**src/rtl/qn_pkg.sv**
```systemverilog
// Shared widths and item types for the quaternion normalize pipeline.
// No dependencies; imported by every module of the block.
package qn_pkg;

  localparam int COMP_W = 16;              // input component width
  localparam int FRAC_W = 14;              // fraction bits of a unit component
  localparam int UNIT_W = FRAC_W + 2;      // output component width
  localparam int LEN_W  = COMP_W + 1;      // root width
  localparam int SQ_W   = 2 * COMP_W - 1;  // one square, at most 2^30
  localparam int SUM_W  = 2 * COMP_W + 1;  // sum of four squares
  localparam int RAD_W  = 2 * LEN_W;       // radicand padded to whole digit pairs
  localparam int REM_W  = LEN_W + 3;       // square root partial remainder
  localparam int QUO_W  = FRAC_W + 1;      // quotient, at most 2^FRAC_W
  localparam int NUM_W  = COMP_W + FRAC_W; // dividend width
  localparam int SQRT_STAGES = LEN_W;
  localparam int DIV_STAGES  = QUO_W;

  localparam logic [QUO_W-1:0] ONE_FIXED = QUO_W'(1) << FRAC_W;

  typedef logic [3:0][COMP_W-1:0] mag_vec_t;

  typedef struct packed {
    logic             valid;
    logic [SUM_W-1:0] sum;
    mag_vec_t         mag;
    logic [3:0]       neg;
  } sum_item_t;

  typedef struct packed {
    logic             valid;
    logic [LEN_W-1:0] root;
    mag_vec_t         mag;
    logic [3:0]       neg;
  } root_item_t;

  typedef struct packed {
    logic                  valid;
    logic [3:0][QUO_W-1:0] quo;
    logic [LEN_W-1:0]      root;
    logic [3:0]            neg;
  } quo_item_t;

endpackage

```
**src/rtl/qn_square_sum.sv**
```systemverilog
// Absolute values, four squares and their sum over two register stages.
// Depends on qn_pkg.
module qn_square_sum import qn_pkg::*; (
  input  logic                  clk,
  input  logic                  rst_n,
  input  logic                  en,
  input  logic                  in_valid,
  input  logic [3:0][COMP_W-1:0] in_comp,
  output sum_item_t             sum_item
);

  logic                  sq_valid_r;
  logic [3:0][SQ_W-1:0]  sq_r;
  mag_vec_t              mag_r;
  logic [3:0]            neg_r;
  mag_vec_t              mag_nxt;
  logic [3:0]            neg_nxt;
  logic [3:0][SQ_W-1:0]  sq_nxt;
  logic [SUM_W-1:0]      sum_nxt;
  sum_item_t             sum_r;

  always_comb begin
    for (int i = 0; i < 4; i++) begin
      neg_nxt[i] = in_comp[i][COMP_W-1];
      mag_nxt[i] = neg_nxt[i] ? (~in_comp[i] + COMP_W'(1)) : in_comp[i];
      sq_nxt[i]  = SQ_W'(mag_nxt[i]) * SQ_W'(mag_nxt[i]);
    end
    sum_nxt = SUM_W'(sq_r[0]) + SUM_W'(sq_r[1]) + SUM_W'(sq_r[2]) + SUM_W'(sq_r[3]);
  end

  always_ff @(posedge clk) begin
    if (!rst_n) begin
      sq_valid_r  <= 1'b0;
      sum_r.valid <= 1'b0;
    end else if (en) begin
      sq_valid_r  <= in_valid;
      sum_r.valid <= sq_valid_r;
    end
  end

  always_ff @(posedge clk) begin
    if (en) begin
      sq_r      <= sq_nxt;
      mag_r     <= mag_nxt;
      neg_r     <= neg_nxt;
      sum_r.sum <= sum_nxt;
      sum_r.mag <= mag_r;
      sum_r.neg <= neg_r;
    end
  end

  assign sum_item = sum_r;

endmodule

```
**config.mk**
```make
export PLATFORM = sky130hd
export DESIGN_NAME = qn_square_sum
export DESIGN_NICKNAME = d
export VERILOG_FILES = /design/src/rtl/qn_pkg.sv /design/src/rtl/qn_square_sum.sv
export SDC_FILE = /design/constraint.sdc
export NUM_CORES = 2
export LEC_CHECK = 0
export BUFFER_PORTS_ARGS = -buffer_cell sky130_fd_sc_hd__clkbuf_2
export CAP_MARGIN = 20
export CORE_UTILIZATION = 41
export DETAILED_ROUTE_END_ITERATION = 8
export PLACE_DENSITY = 0.63
export SLEW_MARGIN = 20
export SYNTH_ARGS = -nofsm -noshare
export SYNTH_HDL_FRONTEND = slang
export SYNTH_SLANG_ARGS = --single-unit
```
**constraint.sdc**
```tcl
create_clock -name clk -period 8.75 [get_ports clk]
set_clock_uncertainty 0.1 [all_clocks]
set_input_delay 1.75 -clock clk [delete_from_list [all_inputs] [get_ports clk]]
set_output_delay 1.75 -clock clk [all_outputs]
set_load 0.01 [all_outputs]
```
==> results.sh <==
export IMPL_max_slew_margin_rel_pct=27.8
export IMPL_synth_area_mux_share_pct=0.0505
export IMPL_die_h_um=313
export IMPL_cts_tree="yes"
export IMPL_fin_crit_sh_pct=96.0
export IMPL_hold_class="reg2reg"
export IMPL_maxSlewViolCount=0
export IMPL_worstPathRequired_ps=8990
export IMPL_io_buffers=169
export IMPL_synth_compound_area_share_pct=6.35
export IMPL_netlist_instances=3833
export IMPL_gp_congestion=0.905
export IMPL_seqCellArea_um2=8600
export IMPL_synth_top_area_share_pct=35.9
export IMPL_core_area_um2=95400
export IMPL_finalCoreUtilization_pct=49.4
export IMPL_grt_max_degree=81
export IMPL_fillers=8680
export IMPL_synth_area_top_cells="fa_1 (36%), edfxtp_1 (22%), ha_1 (13%)"
export IMPL_clk_path_buf_depth=3
export IMPL_outcome="finished clean"
export IMPL_antenna_left=0
export IMPL_synth_cell_types=73
export IMPL_ys_warn_count=0
export IMPL_min_period_ps=8400
export IMPL_end_kind="flop"
export IMPL_synth_area_um2=39700
export IMPL_nets=5687
export IMPL_worst_pin_slew_ps=1080
export IMPL_holdWs_ps=310
export IMPL_grtUsageTotal_pct=20.2
export IMPL_post_synth_cell_area_avg_um2=10.3
export IMPL_synth_simple_area_share_pct=8.35
export IMPL_drc=0
export IMPL_first_pass_iters=5
export IMPL_final_cell_area_um2=47200
export IMPL_wirelength_um=94800
export IMPL_hold_viol_final=0
export IMPL_placed_area_um2=45800
export IMPL_final_cells=5788
export IMPL_synth_top_area_cell="fa_1"
export IMPL_dp_hpwl_um=80700
export IMPL_antennaDiodeCount=0
export IMPL_post_place_cells=5718
export IMPL_die_w_um=313
export IMPL_fp_row_count=113
export IMPL_drt_iter0_drc=1602
export IMPL_yosysSeqAreaShare_pct=21.7
export IMPL_multi_input_area_um2=27600
export IMPL_antenna_found_initial=0
export IMPL_final_layout_size_suffix_gt1_share_pct=17.3
export IMPL_syn2layout_area_growth_pct=18.9
export IMPL_cts_made_buffers=38
export IMPL_synth_fa_ha_area_share_pct=48.9
export IMPL_cp_max_fo=4
export IMPL_insertion_delay_ps=610
export IMPL_start_util_pct=41.6
export IMPL_viasPerCell=4.81
export IMPL_grt_pass1_wl_um=155000
export IMPL_h_tree_depth=2
export IMPL_cp_arrival_ps=8640
export IMPL_clock_sinks=287
export IMPL_clock_fmax_mhz=119
export IMPL_cap_violations=0
export IMPL_synth_edf_count=285
export IMPL_hold_buffers=0
export IMPL_cts_root_buffer="clkbuf_16"
export IMPL_critPathKind="in2reg"
export IMPL_grt_pass1_vias=29500
export IMPL_clk_pin_slew_worst_paths_ps=60
export IMPL_overflow=0
export IMPL_synthFlopType="edfxtp_1"
export IMPL_yosys_area_share_xor_xnor_pct=4.82
export IMPL_die_area_um2=98000
export IMPL_async_flop_share_pct=0
export IMPL_ys_ff_latch=287
export IMPL_start_kind="primary input"
export IMPL_setup_viol=0
export IMPL_wire_per_inst_um=16.4
export IMPL_synth_top_family_by_area="adder cells"
export IMPL_vias=27900
export IMPL_ioPinCount=170
## sequential cells by signal (all words and copies together), names as in the netlist
register	cells
mag_r	60
neg_r	4
sq_r	120
sq_valid_r	1
sum_item	102
## final timing paths
check | startpoint | endpoint | slack (ps) | cells past startpoint
hold reg to reg | mag_r[38] | sum_item[42] | 310 | 0
hold / removal | mag_r[38] | sum_item[42] | 310 | 0
setup reg to reg | sq_r[3] | sum_item[96] | 3550 | 12
setup / recovery | in_comp[52] | sq_r[122] | 350 | 26
## per-layer routing
| metal | GRT usage, % | up-vias | wire [µm] |
|---|---|---|---|
| li1 | - | 13200 | - |
| met1 | 27.6 | 13900 | 41800 |
| met2 | 33.7 | 591 | 45700 |
| met3 | 2.75 | 122 | 5020 |
| met4 | 5.18 | 0 | 2240 |
| met5 | 0 | - | 0 |
## per-stage QoR
stage	worst slack, ps	setup TNS, ps
2_1_floorplan	-9.24	-9.24
3_3_place_gp	-383	-5390
3_5_place_dp	-460	-7860
4_1_cts	173	0
5_1_grt	-10.9	-10.9
6_report	351	0
## cells in the mapped netlist, drive strengths merged (14+ instances only)
master	n
a211oi	16
a21o	61
a21oi	130
and3	15
clkbuf	54
clkinv	20
edfxtp	285
fa	712
ha	411
inv	962
nand2	357
nand3	32
nor2	262
nor2b	14
nor3	33
o21a	21
o21ai	64
o21bai	18
xnor2	167
xor2	45
## cell usage in the layout (no fill, tap or decap), types with 31 or more instances in the layout
| cell | instances |
|---|---|
| a21o_1 | 61 |
| a21oi_1 | 126 |
| buf_4 | 462 |
| clkbuf_16 | 39 |
| clkbuf_2 | 168 |
| conb_1 | 47 |
| edfxtp_1 | 285 |
| fa_1 | 711 |
| ha_1 | 406 |
| inv_1 | 951 |
| nand2_1 | 351 |
| nand3_1 | 31 |
| nor2_1 | 258 |
| o21ai_0 | 56 |
| xnor2_1 | 152 |
| xor2_1 | 41 |
## final cells by class
type                    instances  share of cell area (%)
clock buffers                  41                    2.08
clock inverters                26                   0.594
inverters                     982                    7.85
multi-input cells            2553                    58.6
flip-flops and latches        287                    18.2
well taps                    1265                    3.35
repair buffers                634                    9.29
## critical path, cell delays in order
cell      delay (ps)
clkbuf_2          90
or3_1            380
nor2_1           140
nand2_1          100
or3_1            390
or4b_1           590
nor2_2           150
inv_1             60
fa_1             480
fa_1             570
inv_1             60
fa_1             480
fa_1             500
fa_1             490
inv_1             50
fa_1             470
inv_1             40
ha_1             310
and3_1           230
a31oi_1          170
o21ai_1          130
a221oi_2         320
a21oi_1          140
a211o_1          270
a21oi_1          190
xnor2_1           90
## cells by family (layout without fill, tap and decap cells)
group,after synthesis,count (layout)
other,2,47
buffers and inverters,1038,1683
AND/OR/NAND/NOR,778,778
flip-flops,287,287
multiplexers,2,2
adder cells (fa/ha/maj),1123,1123
AO/OA/AOI/OAI,391,391
XOR/XNOR,212,212
## what timing repair did
action                                  4_1_cts  5_1_grt
setup buffers                                 0        3
gates resized for setup                       0       23
endpoints found under the setup margin        0       24
Power is not shown: default switching activity piles up to over one toggle a cycle in this logic, so the estimate is an artifact.
