===== src/rtl/qn_pkg.sv =====
// Shared widths and item types for the quaternion normalize pipeline.
// No dependencies; imported by every module of the block.
package qn_pkg;

  localparam int COMP_W = 16;              // input component width
  localparam int FRAC_W = 14;              // fraction bits of a unit component
  localparam int UNIT_W = FRAC_W + 2;      // output component width
  localparam int LEN_W  = COMP_W + 1;      // root width
  localparam int SQ_W   = 2 * COMP_W - 1;  // one square, at most 2^30
  localparam int SUM_W  = 2 * COMP_W + 1;  // sum of four squares
  localparam int RAD_W  = 2 * LEN_W;       // radicand padded to whole digit pairs
  localparam int REM_W  = LEN_W + 3;       // square root partial remainder
  localparam int QUO_W  = FRAC_W + 1;      // quotient, at most 2^FRAC_W
  localparam int NUM_W  = COMP_W + FRAC_W; // dividend width
  localparam int SQRT_STAGES = LEN_W;
  localparam int DIV_STAGES  = QUO_W;

  localparam logic [QUO_W-1:0] ONE_FIXED = QUO_W'(1) << FRAC_W;

  typedef logic [3:0][COMP_W-1:0] mag_vec_t;

  typedef struct packed {
    logic             valid;
    logic [SUM_W-1:0] sum;
    mag_vec_t         mag;
    logic [3:0]       neg;
  } sum_item_t;

  typedef struct packed {
    logic             valid;
    logic [LEN_W-1:0] root;
    mag_vec_t         mag;
    logic [3:0]       neg;
  } root_item_t;

  typedef struct packed {
    logic                  valid;
    logic [3:0][QUO_W-1:0] quo;
    logic [LEN_W-1:0]      root;
    logic [3:0]            neg;
  } quo_item_t;

endpackage


===== src/rtl/qn_divide.sv =====
// Four-lane pipelined restoring divider: (mag << FRAC_W) / root, one bit per stage.
// Depends on qn_pkg.
module qn_divide import qn_pkg::*; (
  input  logic       clk,
  input  logic       rst_n,
  input  logic       en,
  input  root_item_t root_item,
  output quo_item_t  quo_item
);

  typedef struct packed {
    logic                  valid;
    logic [3:0][LEN_W-1:0] rem;
    logic [3:0][QUO_W-1:0] quo;
    logic [LEN_W-1:0]      root;
    mag_vec_t              mag;
    logic [3:0]            neg;
  } div_stage_t;

  div_stage_t stage [0:DIV_STAGES];

  // Top dividend bits above the quotient range seed the remainder.
  always_comb begin
    stage[0].valid = root_item.valid;
    for (int i = 0; i < 4; i++) begin
      stage[0].rem[i] = LEN_W'(root_item.mag[i][COMP_W-1:1]);
      stage[0].quo[i] = '0;
    end
    stage[0].root = root_item.root;
    stage[0].mag  = root_item.mag;
    stage[0].neg  = root_item.neg;
  end

  for (genvar j = 0; j < DIV_STAGES; j++) begin : g_step
    div_stage_t            stage_r;
    div_stage_t            stage_nxt;
    logic [3:0][LEN_W:0]   shifted;
    logic [3:0][NUM_W-1:0] num;

    always_comb begin
      stage_nxt = stage[j];
      for (int i = 0; i < 4; i++) begin
        num[i]     = {stage[j].mag[i], FRAC_W'(0)};
        shifted[i] = {stage[j].rem[i], num[i][DIV_STAGES-1-j]};
        if (shifted[i] >= {1'b0, stage[j].root}) begin
          stage_nxt.rem[i] = LEN_W'(shifted[i] - {1'b0, stage[j].root});
          stage_nxt.quo[i] = {stage[j].quo[i][QUO_W-2:0], 1'b1};
        end else begin
          stage_nxt.rem[i] = shifted[i][LEN_W-1:0];
          stage_nxt.quo[i] = {stage[j].quo[i][QUO_W-2:0], 1'b0};
        end
      end
    end

    always_ff @(posedge clk) begin
      if (!rst_n) begin
        stage_r.valid <= 1'b0;
      end else if (en) begin
        stage_r.valid <= stage_nxt.valid;
      end
    end

    always_ff @(posedge clk) begin
      if (en) begin
        stage_r.rem  <= stage_nxt.rem;
        stage_r.quo  <= stage_nxt.quo;
        stage_r.root <= stage_nxt.root;
        stage_r.mag  <= stage_nxt.mag;
        stage_r.neg  <= stage_nxt.neg;
      end
    end

    assign stage[j+1] = stage_r;
  end

  always_comb begin
    quo_item.valid = stage[DIV_STAGES].valid;
    quo_item.quo   = stage[DIV_STAGES].quo;
    quo_item.root  = stage[DIV_STAGES].root;
    quo_item.neg   = stage[DIV_STAGES].neg;
  end

endmodule


===== config.mk =====
export PLATFORM = sky130hd
export DESIGN_NAME = qn_divide
export DESIGN_NICKNAME = d
export VERILOG_FILES = /design/src/rtl/qn_pkg.sv /design/src/rtl/qn_divide.sv
export SDC_FILE = /design/constraint.sdc
export NUM_CORES = 2
export LEC_CHECK = 0
export BUFFER_PORTS_ARGS = -buffer_cell sky130_fd_sc_hd__buf_4
export CAP_MARGIN = 20
export CORE_MARGIN = 1.5
export CORE_UTILIZATION = 66
export CTS_CLUSTER_DIAMETER = 200
export DETAILED_ROUTE_END_ITERATION = 8
export GPL_TIMING_DRIVEN = 0
export PLACE_DENSITY = 0.83
export SLEW_MARGIN = 40
export SYNTH_ARGS = -nofsm -noshare
export SYNTH_HDL_FRONTEND = slang
export SYNTH_SLANG_ARGS = --single-unit

===== constraint.sdc =====
create_clock -name clk -period 4.9 [get_ports clk]
set_input_delay 0.49 -clock clk [delete_from_list [all_inputs] [get_ports clk]]
set_output_delay 0.49 -clock clk [all_outputs]
set_load 0.02 [all_outputs]

==> flow_metrics.tcl <==
set metrics [dict create \
    design.die.area_um2 167000 \
    count_of_unique_library_cells_instantiated_by_yosys 104 \
    drt-wirelength-per-cell_um 24.1 \
    met2WireLength_um 139000 \
    post_synth_inst_count 9438 \
    final-seq-area_um2 52800 \
    drive_gt1_share_pct 11.8 \
    globalRouteOverflowTotal 0 \
    residual_drc_count 0 \
    synth_enable_flop_cells 1747 \
    worst_ep_arrival_time_ns 5.18 \
    cts_inserted_buffers 181 \
    timing.slew.headroom_pct 40.3 \
    insertion_delay_ns 0.86 \
    fillCellCount 10939 \
    number_of_antenna_violations_at_the_first_check_in_global_routing 9 \
    post_layout_min_period_ns 4.44 \
    antenna_violating_nets_left 0 \
    synth_flop_cell "sky130_fd_sc_hd__edfxtp_1" \
    max_cap_violations 0 \
    synth_xor_area_share_pct 5.48 \
    via_count 79185 \
    initial_core_util_pct 66.6 \
    global_route.usage.total_pct 34.6 \
    outcome "complete, no violations" \
    power_per_cell_area_nw_per_um2 672 \
    drt-initial-drc-count 8310 \
    design.core.area_um2 163000 \
    synth.mux.area_fraction_pct 6.47 \
    synth-adder-area-share_pct 12.7 \
    reg2reg_from "g_step[5].stage_r[69]" \
    worst_hold_path_type "in -> reg" \
    nNetsFinal 11042 \
    preCtsSetupSlack_ns 0.247 \
    synth.ff_latch_count 1762 \
    synth_compound_area_share_pct 14.7 \
    wirelength_met1_um 119000 \
    place.port_buffers 170 \
    drt_first_pass_iters 6 \
    chipHeight_um 409 \
    setup_failing_eps_final 0 \
    gp_congestion 0.966 \
    final_critical_path_setup_slack_ns 0.462 \
    synthToLayoutAreaGrowth_pct 10.6 \
    synth_top_family_by_area "compound AO/OA/AOI/OAI gates" \
    cts_root_buf "sky130_fd_sc_hd__clkbuf_16" \
    grt_pass1_wl_um 441000 \
    max_clock_freq_mhz 225 \
    cts.sinks 1762 \
    grt_setup_unrepaired "no" \
    setup-tns-final_ns 0 \
    synthSimpleGateAreaFrac_pct 9.86 \
    holdCritStartpoint "root_item[21]" \
    cts_tree "yes" \
    worst_ep_required_time_ns 5.65 \
    grt_max_degree 129 \
    vias_in_the_first_global_route 75828 \
    post_drt_via_cell_ratio 6.48 \
    met3RoutedLength_um 22600 \
    timing_worst_setup_path_type "in -> reg" \
    worst-slew-pin-transition_ns 0.873 \
    final_cell_count_no_fill 12216 \
    timing.final.hold_violations 0 \
    crit_fanout 125 \
    multi_input_area_um2 53400 \
    cts.htree.levels 4 \
    design.portCount 171 \
    worstSetupStartpoint "en" \
    final.setup_skew_ns 0.0429 \
    peak_supply_drop_v 0.000549 \
    synth_warnings 0 \
    clkTransAtPathRegs_ns 0.06 \
    power.static_leakage_nw 48.0 \
    cts_buffer_depth 3 \
    layout_worst_path_cycle_share_pct 90.6 \
    place_hpwl_um 226000 \
    timing_max_transition_violations_final 0 \
    synth.net_count 10595 \
    row_count 148 \
    layout.core_utilization_pct 73.7 \
    wirelength_um 294000 \
    asyncSetResetFlopFracSynth_pct 0 \
    topRoutingLayerUsed "met5" \
    post_synth.cell_area_avg_um2 11.5 \
    netlist_area_um2 109000 \
    yosysSeqAreaShare_pct 48.6 \
    critPathCaptureType "flip-flop" \
    placedCellCount 11799 \
    worst_setup_path_start_kind "primary input" \
    horizontal_die_dimension_um 409 \
]
## layout make-up
| cell class | count | area share [%] |
|---|---|---|
| Multi-Input combinational cell | 7039 | 44.5 |
| Sequential cell | 1762 | 43.9 |
| Clock buffer | 218 | 3.96 |
| Tap cell | 2175 | 2.26 |
| Timing Repair Buffer | 264 | 2.09 |
| Inverter | 510 | 1.59 |
| Clock inverter | 118 | 1.25 |
| Buffer | 127 | 0.471 |
| Antenna cell | 3 | 0.00625 |
## worst max-delay path, cell delays in order
cell                            delay, ns
sky130_fd_sc_hd__dlygate4sd3_1       0.61
sky130_fd_sc_hd__buf_16              0.27
sky130_fd_sc_hd__buf_16              0.47
sky130_fd_sc_hd__buf_16              0.42
sky130_fd_sc_hd__buf_16              0.36
sky130_fd_sc_hd__buf_16              0.35
sky130_fd_sc_hd__buf_16              0.35
sky130_fd_sc_hd__clkbuf_1            0.42
sky130_fd_sc_hd__clkbuf_1            0.59
sky130_fd_sc_hd__mux2i_1             0.34
sky130_fd_sc_hd__nor2b_1             0.10
## cells in the mapped netlist (75+ instances only)
cell | n | area, µm²
sky130_fd_sc_hd__a21oi_1 | 699 | 3500
sky130_fd_sc_hd__nand4_1 | 106 | 663
sky130_fd_sc_hd__nor2b_1 | 171 | 1070
sky130_fd_sc_hd__nand3_1 | 122 | 611
sky130_fd_sc_hd__ha_1 | 1012 | 12700
sky130_fd_sc_hd__o21ai_0 | 509 | 2550
sky130_fd_sc_hd__xor2_1 | 224 | 1960
sky130_fd_sc_hd__nand2_1 | 478 | 1790
sky130_fd_sc_hd__edfxtp_1 | 1747 | 52500
sky130_fd_sc_hd__o31ai_1 | 75 | 563
sky130_fd_sc_hd__o21a_1 | 154 | 1160
sky130_fd_sc_hd__inv_1 | 508 | 1910
sky130_fd_sc_hd__clkbuf_1 | 89 | 334
sky130_fd_sc_hd__nor2_1 | 664 | 2490
sky130_fd_sc_hd__nor3_1 | 192 | 961
sky130_fd_sc_hd__a21o_1 | 314 | 2360
sky130_fd_sc_hd__xnor2_1 | 456 | 3990
sky130_fd_sc_hd__a31oi_1 | 118 | 738
sky130_fd_sc_hd__nand2b_1 | 121 | 757
sky130_fd_sc_hd__mux2_2 | 562 | 6330
## registers in the layout, summed over array words and instances, names as in the netlist
register and count:
g_step.stage_r 1590, quo_item 82, g_step.shifted 68, g_step.stage_nxt 22
## placed cells by master, fill, tap and decap left out, types with 32 or more instances in the layout
master                             n
sky130_fd_sc_hd__buf_4           176
sky130_fd_sc_hd__clkbuf_1        120
sky130_fd_sc_hd__nor3_1          192
sky130_fd_sc_hd__o21a_1          154
sky130_fd_sc_hd__inv_1           508
sky130_fd_sc_hd__a211o_1          38
sky130_fd_sc_hd__xnor2_1         456
sky130_fd_sc_hd__or2_2            49
sky130_fd_sc_hd__o21bai_1         40
sky130_fd_sc_hd__a21oi_1         699
sky130_fd_sc_hd__nand3_1         122
sky130_fd_sc_hd__mux2i_1          66
sky130_fd_sc_hd__and2_1           44
sky130_fd_sc_hd__nor2_1          664
sky130_fd_sc_hd__a211oi_1         66
sky130_fd_sc_hd__dlygate4sd3_1    78
sky130_fd_sc_hd__o211ai_1         60
sky130_fd_sc_hd__mux2_2          562
sky130_fd_sc_hd__fa_1             56
sky130_fd_sc_hd__a21o_1          314
sky130_fd_sc_hd__o31a_1           71
sky130_fd_sc_hd__a21boi_0         40
sky130_fd_sc_hd__ha_1           1012
sky130_fd_sc_hd__clkinv_2         32
sky130_fd_sc_hd__nand2b_1        121
sky130_fd_sc_hd__o31ai_1          74
sky130_fd_sc_hd__or3_1            62
sky130_fd_sc_hd__clkbuf_16       184
sky130_fd_sc_hd__o21ai_0         509
sky130_fd_sc_hd__a31oi_1         117
sky130_fd_sc_hd__nor2b_1         171
sky130_fd_sc_hd__and3_1           74
sky130_fd_sc_hd__nand4_1         106
sky130_fd_sc_hd__and4_1           32
sky130_fd_sc_hd__nand2_1         478
sky130_fd_sc_hd__edfxtp_1       1747
sky130_fd_sc_hd__xor2_1          224
## final timing paths
kind	endpoint	slack, ns	cells after the start
hold reg to reg	g_step[4].stage_r[101]	0.38	0
hold / removal	g_step[0].stage_r[163]	0.03	3
setup reg to reg	g_step[6].stage_r[177]	0.87	10
setup / recovery	g_step[2].stage_r[213]	0.46	11
## cells by family after synthesis
family	count (synthesis)
adders and majority gates	1068
AOI/OAI and AO/OA	2463
muxes	631
xor gates and xnor gates	680
and+or+nand+nor	2197
buffers and inverters	637
DFF	1762
## stage by stage
stage | hold slack, ns | total power (W) | instance area [µm²]
floorplan | 0.400 | 0.0540 | 109000
global placement | 0.400 | 0.0643 | 113000
detailed placement | 0.405 | 0.0651 | 113000
CTS | 0.00286 | 0.0800 | 120000
global route | 0.0321 | 0.0850 | 120000
finish | 0.0314 | 0.0807 | 120000
## timing repair
item / 4_1_cts / 5_1_grt
endpoints found under the hold margin: 82 / 0
setup endpoints to repair: 0 / 0
hold buffers: 78 / 0
buffers inserted: 0 / 0
resized for setup: 0 / 0
## metal layers
| metal | vias to the layer above | GRT usage, % |
|---|---|---|
| li1 | 36734 | - |
| met1 | 38221 | 45.8 |
| met2 | 3494 | 56.7 |
| met3 | 734 | 5.32 |
| met4 | 2 | 15.0 |
| met5 | - | 0 |
## power breakdown
group	internal [W]	total, W	switching, W
clock	0.00821	0.0144	0.00618
combinational	0.0175	0.0396	0.0221
sequential	0.0235	0.0267	0.00323
No activity file was read; power rests on OpenSTA's default activity.
