--- src/rtl/qn_pkg.sv ---
// Shared widths and item types for the quaternion normalize pipeline.
// No dependencies; imported by every module of the block.
package qn_pkg;

  localparam int COMP_W = 16;              // input component width
  localparam int FRAC_W = 14;              // fraction bits of a unit component
  localparam int UNIT_W = FRAC_W + 2;      // output component width
  localparam int LEN_W  = COMP_W + 1;      // root width
  localparam int SQ_W   = 2 * COMP_W - 1;  // one square, at most 2^30
  localparam int SUM_W  = 2 * COMP_W + 1;  // sum of four squares
  localparam int RAD_W  = 2 * LEN_W;       // radicand padded to whole digit pairs
  localparam int REM_W  = LEN_W + 3;       // square root partial remainder
  localparam int QUO_W  = FRAC_W + 1;      // quotient, at most 2^FRAC_W
  localparam int NUM_W  = COMP_W + FRAC_W; // dividend width
  localparam int SQRT_STAGES = LEN_W;
  localparam int DIV_STAGES  = QUO_W;

  localparam logic [QUO_W-1:0] ONE_FIXED = QUO_W'(1) << FRAC_W;

  typedef logic [3:0][COMP_W-1:0] mag_vec_t;

  typedef struct packed {
    logic             valid;
    logic [SUM_W-1:0] sum;
    mag_vec_t         mag;
    logic [3:0]       neg;
  } sum_item_t;

  typedef struct packed {
    logic             valid;
    logic [LEN_W-1:0] root;
    mag_vec_t         mag;
    logic [3:0]       neg;
  } root_item_t;

  typedef struct packed {
    logic                  valid;
    logic [3:0][QUO_W-1:0] quo;
    logic [LEN_W-1:0]      root;
    logic [3:0]            neg;
  } quo_item_t;

endpackage

--- src/rtl/qn_isqrt.sv ---
// Pipelined digit-by-digit integer square root, one root bit per stage.
// Depends on qn_pkg.
module qn_isqrt import qn_pkg::*; (
  input  logic       clk,
  input  logic       rst_n,
  input  logic       en,
  input  sum_item_t  sum_item,
  output root_item_t root_item
);

  typedef struct packed {
    logic             valid;
    logic [REM_W-1:0] rem;
    logic [LEN_W-1:0] root;
    logic [RAD_W-1:0] rad;
    mag_vec_t         mag;
    logic [3:0]       neg;
  } sqrt_stage_t;

  sqrt_stage_t stage [0:SQRT_STAGES];

  always_comb begin
    stage[0].valid = sum_item.valid;
    stage[0].rem   = '0;
    stage[0].root  = '0;
    stage[0].rad   = RAD_W'(sum_item.sum);
    stage[0].mag   = sum_item.mag;
    stage[0].neg   = sum_item.neg;
  end

  for (genvar j = 0; j < SQRT_STAGES; j++) begin : g_step
    sqrt_stage_t      stage_r;
    sqrt_stage_t      stage_nxt;
    logic [REM_W-1:0] shifted;
    logic [REM_W-1:0] trial;

    always_comb begin
      shifted   = {stage[j].rem[REM_W-3:0], stage[j].rad[2*(SQRT_STAGES-1-j) +: 2]};
      trial     = {1'b0, stage[j].root, 2'b01};
      stage_nxt = stage[j];
      if (shifted >= trial) begin
        stage_nxt.rem  = shifted - trial;
        stage_nxt.root = {stage[j].root[LEN_W-2:0], 1'b1};
      end else begin
        stage_nxt.rem  = shifted;
        stage_nxt.root = {stage[j].root[LEN_W-2:0], 1'b0};
      end
    end

    always_ff @(posedge clk) begin
      if (!rst_n) begin
        stage_r.valid <= 1'b0;
      end else if (en) begin
        stage_r.valid <= stage_nxt.valid;
      end
    end

    always_ff @(posedge clk) begin
      if (en) begin
        stage_r.rem  <= stage_nxt.rem;
        stage_r.root <= stage_nxt.root;
        stage_r.rad  <= stage_nxt.rad;
        stage_r.mag  <= stage_nxt.mag;
        stage_r.neg  <= stage_nxt.neg;
      end
    end

    assign stage[j+1] = stage_r;
  end

  always_comb begin
    root_item.valid = stage[SQRT_STAGES].valid;
    root_item.root  = stage[SQRT_STAGES].root;
    root_item.mag   = stage[SQRT_STAGES].mag;
    root_item.neg   = stage[SQRT_STAGES].neg;
  end

endmodule

--- config.mk ---
export PLATFORM = sky130hd
export DESIGN_NAME = qn_isqrt
export DESIGN_NICKNAME = d
export VERILOG_FILES = /design/src/rtl/qn_pkg.sv /design/src/rtl/qn_isqrt.sv
export SDC_FILE = /design/constraint.sdc
export NUM_CORES = 2
export LEC_CHECK = 0
export BUFFER_PORTS_ARGS = -buffer_cell sky130_fd_sc_hd__buf_4
export CAP_MARGIN = 20
export CORE_MARGIN = 1.5
export CORE_UTILIZATION = 54
export CTS_CLUSTER_SIZE = 14
export DETAILED_ROUTE_END_ITERATION = 12
export PLACE_DENSITY = 0.79
export SYNTH_ARGS = -nofsm -noshare
export SYNTH_HDL_FRONTEND = slang
export SYNTH_SLANG_ARGS = --single-unit
--- constraint.sdc ---
create_clock -name clk -period 3.35 [get_ports clk]
set_input_delay 0.1675 -clock clk [delete_from_list [all_inputs] [get_ports clk]]
set_output_delay 0.1675 -clock clk [all_outputs]
set_load 0.02 [all_outputs]
==> impl_metrics.xml <==
<?xml version="1.0" encoding="UTF-8"?>
<metrics>
  <group name="global_routing">
    <metric name="grt_overflow" unit="">0</metric>
    <metric name="groute.usage.overall" unit="%">14.97</metric>
    <metric name="grt.met1_usage" unit="%">18.16</metric>
    <metric name="antenna_found_initial" unit="">0</metric>
    <metric name="top_usage_layer" unit="">met2</metric>
    <metric name="use_met2" unit="%">25.95</metric>
    <metric name="grt_first_pass_wirelength" unit="mm">151.4</metric>
    <metric name="grt_max_degree" unit="">119</metric>
    <metric name="grt_pass1_vias" unit="">30628</metric>
    <metric name="grt_use_met3" unit="%">3.421</metric>
  </group>
  <group name="floorplan">
    <metric name="die_w" unit="µm">355.0</metric>
    <metric name="top_level_pins" unit="">191</metric>
    <metric name="initial_core_util" unit="%">54.68</metric>
    <metric name="placement_rows" unit="">128</metric>
    <metric name="floorplan.core_area" unit="µm²">122400</metric>
    <metric name="die_area" unit="µm²">126000</metric>
    <metric name="dieHeight" unit="µm">355.0</metric>
  </group>
  <group name="setup_path">
    <metric name="worst-endpoint-arrival" unit="ps">3660</metric>
    <metric name="r2r-end" unit="">g_step[15].stage_r[131]</metric>
    <metric name="crit_start" unit="">g_step[14].stage_r[122]</metric>
    <metric name="r2r.worst_path.cells" unit="">8</metric>
    <metric name="crit_path_top_delay_cell" unit="">a211oi_2</metric>
    <metric name="worst-path-max-fanout" unit="">9</metric>
    <metric name="worstSetupPathDepth" unit="">8</metric>
    <metric name="critPathCapture" unit="">g_step[15].stage_r[131]</metric>
    <metric name="critical_path_class" unit="">register to register</metric>
    <metric name="worst_path_largest_cell_delay" unit="ps">570</metric>
    <metric name="critical_path_cell_list" unit="">ha_1 &gt; a211oi_1 &gt; nor2_1 &gt; nor3_1 &gt; o221ai_1 &gt; a211oi_2 &gt; a21oi_4 &gt; mux2_4</metric>
    <metric name="endpoint_required_time_on_the_critical_path" unit="ps">3890</metric>
    <metric name="cp.buffers_inverters" unit="">0</metric>
    <metric name="cell_family_with_most_cp_delay" unit="">compound AO/OA/AOI/OAI gates</metric>
    <metric name="worst_setup_path_end_kind" unit="">register</metric>
    <metric name="rrSetupSlack" unit="ps">230</metric>
    <metric name="worst_r2r_startpoint" unit="">g_step[14].stage_r[122]</metric>
    <metric name="critPathLaunchType" unit="">register</metric>
  </group>
  <group name="power_and_ir_drop">
    <metric name="ir_drop" unit="mV">0.7902</metric>
    <metric name="share_clk_of_total_power" unit="%">36.6</metric>
    <metric name="power.net_switching" unit="mW">11.24</metric>
    <metric name="p_int" unit="mW">40.31</metric>
    <metric name="power.share.sequential" unit="%">55.3</metric>
    <metric name="p_total" unit="mW">51.55</metric>
    <metric name="comb_pwr_share" unit="%">8.1</metric>
    <metric name="p_sw_share" unit="%">21.80</metric>
    <metric name="power_leakage" unit="nW">28.26</metric>
    <metric name="cellPowerDensity" unit="nW/µm²">661.9</metric>
  </group>
  <group name="drt">
    <metric name="antenna_left" unit="">0</metric>
    <metric name="first_iter_violations" unit="">2127</metric>
    <metric name="route.detailed.wl_per_inst" unit="µm">15.89</metric>
    <metric name="route.vias.total" unit="">30108</metric>
    <metric name="postRouteWirelength" unit="mm">93.17</metric>
    <metric name="drt_drc_violations_left" unit="">0</metric>
    <metric name="detailedRoute.firstPassIterationCount" unit="">5</metric>
    <metric name="post_drt_via_cell_ratio" unit="">5.134</metric>
  </group>
  <group name="logic_synthesis">
    <metric name="ys_types" unit="">78</metric>
    <metric name="post_synth_inst_count" unit="">3569</metric>
    <metric name="yosysTopAreaCell" unit="">edfxtp_1</metric>
    <metric name="postSynth.asyncResetShare" unit="%">0</metric>
    <metric name="ys_dominant_reg_cell" unit="">edfxtp_1</metric>
    <metric name="cell_types_occupying_the_most_area_after_synthesis" unit="">edfxtp_1 83%, ha_1 3.2%, xnor2_1 1.5%</metric>
    <metric name="synthesis.yosys.warnings" unit="">0</metric>
    <metric name="synth-seq-cells" unit="">1862</metric>
    <metric name="syn_area" unit="µm²">66910</metric>
    <metric name="synth-edff-count" unit="">1845</metric>
    <metric name="syn-mean-instance-area" unit="µm²">18.75</metric>
    <metric name="synth_top_area_share" unit="%">82.80</metric>
    <metric name="ys_seq_area_share" unit="%">83.31</metric>
    <metric name="postSynthNetCount" unit="">3844</metric>
  </group>
  <group name="clock_network">
    <metric name="path_clk_slew" unit="ps">60</metric>
    <metric name="clk_path_buf_depth" unit="">3</metric>
    <metric name="cts_tree" unit="">built</metric>
    <metric name="clock_latency_reported_for_the_late_side_of_the_worst_skew_pair" unit="ps">800</metric>
    <metric name="clock_tree_sinks" unit="">1862</metric>
    <metric name="cts-buffers-inserted" unit="">176</metric>
    <metric name="htree_levels" unit="">4</metric>
    <metric name="cts_root_buf" unit="">clkbuf_16</metric>
  </group>
  <group name="cells_and_area">
    <metric name="stdcell_count" unit="">5864</metric>
    <metric name="final_core_util" unit="%">63.64</metric>
    <metric name="final_nets" unit="">4370</metric>
    <metric name="syn2layout_area_growth" unit="%">16.38</metric>
    <metric name="count_of_fill_cells_added_during_filler_insertion" unit="">8279</metric>
    <metric name="insertedDiodeCount" unit="">0</metric>
    <metric name="final_design_area_no_fill" unit="µm²">77870</metric>
    <metric name="drive_gt1_share" unit="%">13.68</metric>
  </group>
  <group name="min_path">
    <metric name="hold_class" unit="">input pin to register</metric>
  </group>
  <group name="timing">
    <metric name="post-route-period-util" unit="%">93.10</metric>
    <metric name="timing_hold_violations_final" unit="">0</metric>
    <metric name="timing.fmax" unit="MHz">320.6</metric>
    <metric name="timing.hold.ws" unit="ps">81.56</metric>
    <metric name="worst_slew_margin_rel" unit="%">42.80</metric>
    <metric name="final_setup_violation_count" unit="">0</metric>
    <metric name="worst_skew" unit="ps">31.33</metric>
    <metric name="min_period" unit="ps">3119</metric>
    <metric name="timing.final.max_slew_violations" unit="">0</metric>
    <metric name="worst_pin_slew" unit="ps">858.0</metric>
    <metric name="rsz_0062_raised_after_global_routing" unit="">false</metric>
  </group>
  <group name="placement">
    <metric name="gp_routability_congestion" unit="">0.8927</metric>
    <metric name="io_buffers" unit="">190</metric>
    <metric name="dp_hpwl" unit="mm">54.67</metric>
    <metric name="place_area" unit="µm²">71190</metric>
    <metric name="dp_cells" unit="">5431</metric>
  </group>
  <group name="status">
    <metric name="status" unit="">complete, no violations</metric>
  </group>
  <group name="job">
    <metric name="max_cap_viol" unit="">0</metric>
  </group>
</metrics>
## metrics by stage
stage	TNS, ps	setup WS, ps
floorplan	0	629.0
global placement	0	3.446
detailed placement	-2017	-148.3
CTS	0	106.5
global route	0	32.41
finish	0	231.3
## cell type report
type,count,area [µm²],area share [%]
Clock buffer,213,4564,5.861
Timing Repair Buffer,382,3486,4.476
Clock inverter,109,991.0,1.273
Multi-Input combinational cell,1477,10320,13.25
Tap cell,1625,2033,2.611
Inverter,196,735.7,0.9447
Sequential cell,1862,55740,71.58
## sequential cells by signal, summed over array words and instances (netlist names)
register	count
root_item	86
g_step.shifted	20
g_step.stage_nxt	81
g_step.stage_r	1665
g_step.trial	10
## cells in the mapped netlist, types with 22 or more instances
library cell and instances:
nor4_1 28, o21a_1 22, nand4_1 22, nand2b_1 35
edfxtp_1 1845, a21o_1 31, xor2_1 83, nor2_1 173
nor2b_1 36, ha_1 170, xnor2_1 118, mux2_2 44
nor3_1 60, nand2_1 130, inv_1 196, clkbuf_1 23
o21ai_0 97, a21oi_1 172, nand3_1 34
## power groups by stage
stage	sequential (mW)	combinational, mW	clock, mW
after global placement	28.9	3.86	0
after detailed placement	29.0	3.98	0
after global routing	28.7	4.63	20.4
after CTS	28.5	4.13	19.5
after floorplan	28.8	2.62	0
final	28.5	4.17	18.9
## cells in the final DEF (no fill, tap or decap), types with 17 or more instances in the layout
master	count
dfxtp_1	17
dlygate4sd3_1	109
mux2_2	44
nand4_1	22
buf_4	246
nor3_1	60
a21o_1	31
nor2_1	173
ha_1	170
xnor2_1	118
inv_1	196
mux2i_1	20
nor4_1	27
buf_12	26
o21a_1	22
xor2_1	83
clkbuf_1	36
clkinv_1	50
o21ai_0	97
or3_1	21
clkbuf_16	177
edfxtp_1	1845
nand2_1	130
nor2b_1	36
nand2b_1	35
a21oi_1	172
clkinv_2	25
nand3_1	34
## timing repair
| item | CTS | global route |
|---|---|---|
| setup buffers | 0 | 1 |
| endpoints found under the setup margin | 15 | 15 |
| gates cloned | 0 | 1 |
| hold buffers | 109 | 0 |
| hold endpoints to repair | 180 | 0 |
| resized for setup | 1 | 2 |
## routing by layer
layer	vias to the layer above	part of all wire, %
li1	14729	-
met4	0	2.8
met5	-	0
met3	182	4.0
met1	14579	42
met2	618	52
## cells by family (layout without fill, tap and decap cells)
logic type	after synthesis	count (layout)	synth area share [%]
DFF	1862	1862	83.31
and+or+nand+nor	603	603	4.490
AOI/OAI and AO/OA	436	437	3.992
buffers and inverters	231	900	1.330
xor gates and xnor gates	201	201	2.631
adders and majority gates	170	170	3.179
muxes	65	65	1.062
other	1	1	0.005605
## worst min-delay path by stage
stage | from | endpoint | slack [ps] | depth (start not counted)
after global placement | sum_item[65] | g_step[0].stage_r[65] | 350 | 1
after CTS | sum_item[93] | g_step[0].stage_r[93] | 0.5 | 2
after detailed placement | sum_item[61] | g_step[0].stage_r[61] | 350 | 1
final | sum_item[49] | g_step[0].stage_r[49] | 80 | 2
after floorplan | sum_item[0] | g_step[0].stage_r[0] | 270 | 0
after global routing | sum_item[93] | g_step[0].stage_r[93] | 20 | 2
Power figures use the tool's default switching activity.
